**config.mk**
```make
export PLATFORM = sky130hd
export DESIGN_NAME = rain_wiper_speed_controller
export DESIGN_NICKNAME = d
export VERILOG_FILES = /design/src/rtl/rwsc_pkg.sv /design/src/rtl/rain_wiper_speed_controller.sv /design/src/rtl/rwsc_cfg_regs.sv /design/src/rtl/rwsc_step.sv
export SDC_FILE = /design/constraint.sdc
export NUM_CORES = 1
export LEC_CHECK = 0
export BUFFER_PORTS_ARGS = -buffer_cell sky130_fd_sc_hd__clkbuf_2
export CAP_MARGIN = 20
export CELL_PAD_IN_SITES_DETAIL_PLACEMENT = 0
export CELL_PAD_IN_SITES_GLOBAL_PLACEMENT = 1
export CORE_UTILIZATION = 49
export DETAILED_ROUTE_END_ITERATION = 8
export PLACE_DENSITY = 0.94
export SETUP_SLACK_MARGIN = 0.2
export SKIP_CTS_REPAIR_TIMING = 1
export SYNTH_ARGS = -nofsm -noshare
export SYNTH_HDL_FRONTEND = slang
export SYNTH_SLANG_ARGS = --single-unit
```
**constraint.sdc**
```tcl
create_clock -name clk -period 7.6 [get_ports clk]
set_input_delay 1.9 -clock clk [delete_from_list [all_inputs] [get_ports clk]]
set_output_delay 1.9 -clock clk [all_outputs]
set_load 0.03 [all_outputs]
```
**src/rtl/rwsc_pkg.sv**
```systemverilog
// Shared types and codes for the rain wiper speed controller.
// Depends on nothing; every other file in rtl imports it.
`timescale 1ns / 1ps

package rwsc_pkg;

  // Operation codes
  localparam logic [2:0] OP_READING    = 3'd0;
  localparam logic [2:0] OP_TICK       = 3'd1;
  localparam logic [2:0] OP_SET_SPEED  = 3'd2;
  localparam logic [2:0] OP_SET_SPRAY  = 3'd3;
  localparam logic [2:0] OP_SPRAY_WIPE = 3'd4;

  // Wiper speed codes
  localparam logic [1:0] SPD_OFF  = 2'd0;
  localparam logic [1:0] SPD_LOW  = 2'd1;
  localparam logic [1:0] SPD_MED  = 2'd2;
  localparam logic [1:0] SPD_HIGH = 2'd3;

  // Spray codes
  localparam logic [1:0] SPRAY_OFF   = 2'd0;
  localparam logic [1:0] SPRAY_LIGHT = 2'd1;
  localparam logic [1:0] SPRAY_HEAVY = 2'd2;

  // Configuration register indexes
  localparam int unsigned CFG_ADDR_W = 2;
  localparam int unsigned CFG_DATA_W = 10;
  localparam logic [CFG_ADDR_W-1:0] REG_OFF_LEVEL      = 2'd0;
  localparam logic [CFG_ADDR_W-1:0] REG_LOW_LEVEL      = 2'd1;
  localparam logic [CFG_ADDR_W-1:0] REG_MEDIUM_LEVEL   = 2'd2;
  localparam logic [CFG_ADDR_W-1:0] REG_TURN_OFF_DELAY = 2'd3;

  // Reset values of the configuration registers
  localparam logic [9:0] OFF_LEVEL_RST      = 10'd800;
  localparam logic [9:0] LOW_LEVEL_RST      = 10'd500;
  localparam logic [9:0] MEDIUM_LEVEL_RST   = 10'd200;
  localparam logic [7:0] TURN_OFF_DELAY_RST = 8'd10;

  localparam logic [7:0] ELAPSED_MAX = 8'd255;

  typedef struct packed {
    logic [2:0] op;
    logic [9:0] light_level;
    logic       reading_valid;
    logic       rain_burst;
    logic [1:0] new_speed;
    logic [1:0] spray_choice;
  } in_item_t;

  typedef struct packed {
    logic [1:0] wiper_speed;
    logic [1:0] spray_state;
    logic       waiting_off;
    logic [7:0] remaining_seconds;
  } out_item_t;

  typedef struct packed {
    logic [9:0] off_level;
    logic [9:0] low_level;
    logic [9:0] medium_level;
    logic [7:0] turn_off_delay;
  } cfg_t;

  typedef struct packed {
    logic [1:0] speed;
    logic [1:0] spray;
    logic       wait_flag;
    logic [7:0] elapsed;
  } state_t;

endpackage

```
**src/rtl/rain_wiper_speed_controller.sv**
```systemverilog
// Rain wiper speed controller: input register, one pass of step logic, result register.
// Each item passes from the input register through the step logic into the result register,
// where it is held until it transfers out.
// Throughput: one item per cycle; a full input register stalls only while out_stall holds
// the result register.
// Reset (synchronous, rst_n low): both stages empty, speed and spray off, no wait pending,
// thresholds 800/500/200 and a turn-off delay of 10 ticks.
`timescale 1ns / 1ps

module rain_wiper_speed_controller (
  input  logic                             clk,
  input  logic                             rst_n,
  input  logic                             in_valid,
  output logic                             in_stall,
  input  rwsc_pkg::in_item_t               in_data,
  output logic                             out_valid,
  input  logic                             out_stall,
  output rwsc_pkg::out_item_t              out_data,
  input  logic                             cfg_we,
  input  logic [rwsc_pkg::CFG_ADDR_W-1:0]  cfg_addr,
  input  logic [rwsc_pkg::CFG_DATA_W-1:0]  cfg_wdata
);
  import rwsc_pkg::*;

  cfg_t      cfg;
  logic      in_valid_r;
  in_item_t  in_data_r;
  logic      out_valid_r;
  out_item_t out_data_r;
  state_t    state_r;
  state_t    state_nxt;
  out_item_t res;
  logic      adv;
  logic      in_take;

  rwsc_cfg_regs u_cfg (
    .clk       (clk),
    .rst_n     (rst_n),
    .cfg_we    (cfg_we),
    .cfg_addr  (cfg_addr),
    .cfg_wdata (cfg_wdata),
    .cfg       (cfg)
  );

  rwsc_step u_step (
    .cur  (state_r),
    .item (in_data_r),
    .cfg  (cfg),
    .nxt  (state_nxt),
    .res  (res)
  );

  // Advance the held item into the result register when that register frees up
  assign adv      = in_valid_r && (!out_valid_r || !out_stall);
  assign in_stall = in_valid_r && !adv;
  assign in_take  = in_valid && !in_stall;

  always_ff @(posedge clk) begin
    if (!rst_n) begin
      in_valid_r <= 1'b0;
    end else if (in_take) begin
      in_valid_r <= 1'b1;
    end else if (adv) begin
      in_valid_r <= 1'b0;
    end
  end

  always_ff @(posedge clk) begin
    if (in_take) begin
      in_data_r <= in_data;
    end
  end

  always_ff @(posedge clk) begin
    if (!rst_n) begin
      out_valid_r <= 1'b0;
      state_r     <= '0;
    end else begin
      if (adv) begin
        out_valid_r <= 1'b1;
        state_r     <= state_nxt;
      end else if (!out_stall) begin
        out_valid_r <= 1'b0;
      end
    end
  end

  always_ff @(posedge clk) begin
    if (adv) begin
      out_data_r <= res;
    end
  end

  assign out_valid = out_valid_r;
  assign out_data  = out_data_r;

`ifndef SYNTHESIS
  a_stall_cause: assert property (@(posedge clk) disable iff (!rst_n)
    in_stall |-> (in_valid_r && out_valid_r && out_stall))
    else $error("input stalled without a held result");

  a_state_hold: assert property (@(posedge clk) disable iff (!rst_n)
    !adv |=> $stable(state_r))
    else $error("controller state changed without a transfer");

  a_remain_idle: assert property (@(posedge clk) disable iff (!rst_n)
    (out_valid_r && !out_data_r.waiting_off) |-> (out_data_r.remaining_seconds == 8'd0))
    else $error("remaining seconds nonzero while not waiting");

  a_reset_empty: assert property (@(posedge clk)
    !rst_n |=> (!out_valid_r && !in_valid_r))
    else $error("pipeline not empty after reset");
`endif

endmodule

```
**src/rtl/rwsc_cfg_regs.sv**
```systemverilog
// Configuration register file for the rain wiper speed controller.
// Depends on rwsc_pkg for register indexes, reset values and cfg_t.
`timescale 1ns / 1ps

module rwsc_cfg_regs (
  input  logic                             clk,
  input  logic                             rst_n,
  input  logic                             cfg_we,
  input  logic [rwsc_pkg::CFG_ADDR_W-1:0]  cfg_addr,
  input  logic [rwsc_pkg::CFG_DATA_W-1:0]  cfg_wdata,
  output rwsc_pkg::cfg_t                   cfg
);
  import rwsc_pkg::*;

  cfg_t cfg_r;
  cfg_t cfg_nxt;

  always_comb begin
    cfg_nxt = cfg_r;
    if (cfg_we) begin
      case (cfg_addr)
        REG_OFF_LEVEL:      cfg_nxt.off_level      = cfg_wdata;
        REG_LOW_LEVEL:      cfg_nxt.low_level      = cfg_wdata;
        REG_MEDIUM_LEVEL:   cfg_nxt.medium_level   = cfg_wdata;
        REG_TURN_OFF_DELAY: cfg_nxt.turn_off_delay = cfg_wdata[7:0];
        default:            cfg_nxt = cfg_r;
      endcase
    end
  end

  always_ff @(posedge clk) begin
    if (!rst_n) begin
      cfg_r.off_level      <= OFF_LEVEL_RST;
      cfg_r.low_level      <= LOW_LEVEL_RST;
      cfg_r.medium_level   <= MEDIUM_LEVEL_RST;
      cfg_r.turn_off_delay <= TURN_OFF_DELAY_RST;
    end else begin
      cfg_r <= cfg_nxt;
    end
  end

  assign cfg = cfg_r;

endmodule

```
**src/rtl/rwsc_step.sv**
```systemverilog
// Next-state and result logic for one item of the wiper controller.
// Purely combinational; depends on rwsc_pkg for codes and struct types.
`timescale 1ns / 1ps

module rwsc_step (
  input  rwsc_pkg::state_t    cur,
  input  rwsc_pkg::in_item_t  item,
  input  rwsc_pkg::cfg_t      cfg,
  output rwsc_pkg::state_t    nxt,
  output rwsc_pkg::out_item_t res
);
  import rwsc_pkg::*;

  logic [1:0] target;
  logic       spray_ok;

  // First matching threshold wins, whatever the register values
  always_comb begin
    if (item.light_level >= cfg.off_level) begin
      target = SPD_OFF;
    end else if (item.light_level >= cfg.low_level) begin
      target = SPD_LOW;
    end else if (item.light_level >= cfg.medium_level) begin
      target = SPD_MED;
    end else begin
      target = SPD_HIGH;
    end
  end

  assign spray_ok = item.spray_choice inside {SPRAY_OFF, SPRAY_LIGHT, SPRAY_HEAVY};

  always_comb begin
    nxt = cur;
    case (item.op)
      OP_READING: begin
        if (!item.reading_valid) begin
          nxt.speed     = SPD_LOW;
          nxt.wait_flag = 1'b0;
        end else if (item.rain_burst) begin
          nxt.speed     = SPD_HIGH;
          nxt.wait_flag = 1'b0;
        end else if (target == SPD_OFF && cur.speed != SPD_OFF) begin
          // Delayed turn-off: start the wait, or stop once the delay has passed
          if (!cur.wait_flag) begin
            nxt.wait_flag = 1'b1;
            nxt.elapsed   = '0;
          end else if (cur.elapsed >= cfg.turn_off_delay) begin
            nxt.speed     = SPD_OFF;
            nxt.wait_flag = 1'b0;
          end
        end else begin
          nxt.speed     = target;
          nxt.wait_flag = 1'b0;
        end
      end
      OP_TICK: begin
        if (cur.wait_flag && cur.elapsed != ELAPSED_MAX) begin
          nxt.elapsed = cur.elapsed + 8'd1;
        end
      end
      OP_SET_SPEED: begin
        nxt.speed = item.new_speed;
      end
      OP_SET_SPRAY: begin
        if (spray_ok) begin
          nxt.spray = item.spray_choice;
        end
      end
      OP_SPRAY_WIPE: begin
        if (spray_ok) begin
          nxt.spray = item.spray_choice;
          if (item.spray_choice == SPRAY_LIGHT) begin
            nxt.speed = SPD_LOW;
          end else if (item.spray_choice == SPRAY_HEAVY) begin
            nxt.speed = SPD_MED;
          end
        end
      end
      default: begin
        nxt = cur;
      end
    endcase
  end

  always_comb begin
    res.wiper_speed = nxt.speed;
    res.spray_state = nxt.spray;
    res.waiting_off = nxt.wait_flag;
    if (nxt.wait_flag && cfg.turn_off_delay > nxt.elapsed) begin
      res.remaining_seconds = cfg.turn_off_delay - nxt.elapsed;
    end else begin
      res.remaining_seconds = '0;
    end
  end

endmodule

```
==> results.toml <==
[placement]
dp.cells = 702
io_buffers = 50
dp_hpwl_um = 8120
gp_congestion = 0.859
postPlaceCellArea_um2 = 5120

[critical_path]
cp.required_ns = 7.69
startpoint = "in_data_r[10]"
start_kind = "flop"
critPathSlowestCell = "o21ai_0"
crit_type = "reg2reg"
max_stage_delay_ns = 0.50
arrival_ns = 4.45
cp-end-kind = "flop"
worstReg2RegStart = "in_data_r[10]"
r2r.worst_path.cells = 14
path_max_fanout = 8
cp_cell_sequence = "ha_1 > a21oi_1 > nand2_1 > a31oi_1 > a21boi_0 > o21ai_0 > a22oi_1 > ha_1 > nor2b_1 > o31a_1 > o211ai_1 > a21boi_0 > o22ai_1 > nor4_1"

[sta]
finalSetupViolCount = 0
max-slew-margin-rel = 0.310
hold_viol = 0
rsz0062_at_grt = "no"
finalClockSkew_ns = 0.0104
max_freq_ghz = 0.229
layout_min_cycle_time_ns = 4.36
slew_violations = 0
fin_crit_sh = 0.574
fin_tns_setup_ns = 0
worst_slew_pin_slew_ns = 1.03

[clocking]
insertion_delay_ns = 0.36
cts_buffers = 9
max-clock-path-buffers = 2
h-tree-depth = 3
cts_tree = "yes"
cts-root-buf = "clkbuf_8"
clock-sinks = 85
clk_pin_slew_ns = 0.09

[min_path]
worstHoldStart = "u_cfg.cfg[9]"
hold_path_depth = 2
hp-class = "reg2reg"

[die]
die_h_um = 101
die-area_um2 = 10200
coreArea_um2 = 9370
die_w_um = 101
io-pin-count = 51
initial_core_util = 0.512
rows = 35

[global_routing]
antenna_found_initial = 0
grt_pass1_wl_um = 18400
grt_pass1_vias = 3889
grtUsageTotal = 0.232
grt-ovfl-total = 0
grt_max_degree = 35

[synth]
ys.flop_type = "dfxtp_1"
async_flop_share = 0
synth_top_area_frac = 0.221
seq_area_frac_synth = 0.422
ys_top_cells_by_count = "101 x nand2_1, 58 x a21oi_1, 53 x dfxtp_1, 47 x ha_1, 46 x inv_1"
ys_top_cells_by_area = "dfxtp_1 22%, edfxtp_1 20%, ha_1 12%, nand2_1 7.9%, a21oi_1 6.1%"
synth-warning-count = 0
synth_area_per_cell_um2 = 8.85
synth_nets = 626
post-synth-top-count-cell = "nand2_1"
synthCells = 542
mappedNetlistArea_um2 = 4790
yosysTopAreaCell = "dfxtp_1"
yosysUniqueCellTypes = 59
synth_edf_count = 32
synth_seq_cells = 85

[pwr]
leakagePower_uw = 0.00213
sequentialPowerShare = 0.553
power.share.clock = 0.305
combPwrFrac = 0.142
power_uw = 917
p_sw_uw = 258
switching_share = 0.281
ir_drop_mv = 0.105
p_int_uw = 659
power.density_nw_per_um2 = 173

[finish]
fin_area_um2 = 5310
nets = 669
num_antenna_cells = 0
fin_cells = 719
area_growth_syn_to_layout_pct = 10.8
drive_above_1_share = 0.132

[detailed_routing]
routed_wl_um = 11100
avgRoutedWirePerCell_um = 15.5
firstDrtPassIters = 5
route.vias.total = 4095
ant_nets = 0
drt_iter0_markers = 235
drc = 0
viasPerCell = 5.70

[job]
maxCapViolCount = 0

[status]
status = "finished, final reports clean"
[power groups by stage]
stage | Clock [µW] | Combinational, µW | Sequential, µW
2_1_floorplan | 0 | 86.1 | 517
3_3_place_gp | 0 | 121 | 517
3_5_place_dp | 0 | 126 | 518
4_1_cts | 284 | 128 | 507
5_1_grt | 302 | 146 | 510
6_report | 279 | 130 | 507
[worst max-delay path, delay by kind of cell (launching register included)]
kind            cells  cell delay [ns]
flops               1             0.44
simple gates        3             0.36
compound gates      9             2.61
fa+ha+maj           2             0.69
[cell families (layout without fill, tap and decap cells)]
family          after synthesis  in the layout  share of synthesized area
compound gates              158            158                      0.213
flops                        85             85                      0.422
xor+xnor                      4              4                    0.00731
simple gates                178            178                      0.172
fa+ha+maj                    48             48                      0.127
mux                           1              1                    0.00209
buf+inv                      68            116                     0.0569
[layer usage]
metal  vias to the layer above  wire (µm)  global-route usage  share of wire
li1                       2029          -                   -              -
met3                        15        648              0.0312          0.058
met1                      1923       5030               0.306           0.45
met2                       128       5290               0.391           0.48
met5                         -          0                   0              0
met4                         0        156              0.0814          0.014
[placed cells by master, fill, tap and decap left out, types with 5 or more instances in the layout]
cell type,netlist,routed
inv_1,46,46
a21o_1,8,8
a31oi_1,6,6
a211o_1,5,5
clkbuf_8,0,9
nor3_1,13,13
ha_1,47,47
nand3_1,8,8
o211ai_1,19,19
nor2_1,17,17
a21oi_1,58,58
edfxtp_1,32,32
o22ai_1,5,5
nand4_1,6,6
o21a_1,6,6
nand2b_1,6,6
nor2b_1,7,6
clkbuf_2,0,50
dfxtp_1,53,53
nand2_1,101,101
o21ai_0,21,21
[final cells by class]
class,instances,area (µm²)
fill,874,4060
multi-input combinational,389,2500
sequential,85,2020
timing repair buffer,52,285
inverter,48,180
tap,129,161
clock buffer,11,131
clock inverter,5,27.5
[sequential cells by signal, indices dropped and copies added, names as in the netlist]
name and flops:
state_r 13, in_data_r 19, u_cfg.cfg 38, out_data 13, in_valid_r 1, out_valid 1
[per-stage QoR]
step	hold slack (ns)	utilization	setup WS (ns)
after floorplan	0.436	-	3.45
after global placement	0.443	0.547	3.29
after detailed placement	0.451	0.547	3.25
after CTS	0.463	0.564	3.25
after global routing	0.479	0.567	2.82
final	0.461	0.567	3.24
[worst paths after layout]
check,slack (ns),end
worst max-delay path,3.24,out_data[2]
worst min-delay path,0.46,u_cfg.cfg[9]
worst max register to register,3.24,out_data[2]
worst min register to register,0.46,u_cfg.cfg[9]
Note: power is estimated with default switching activity, not from simulation.
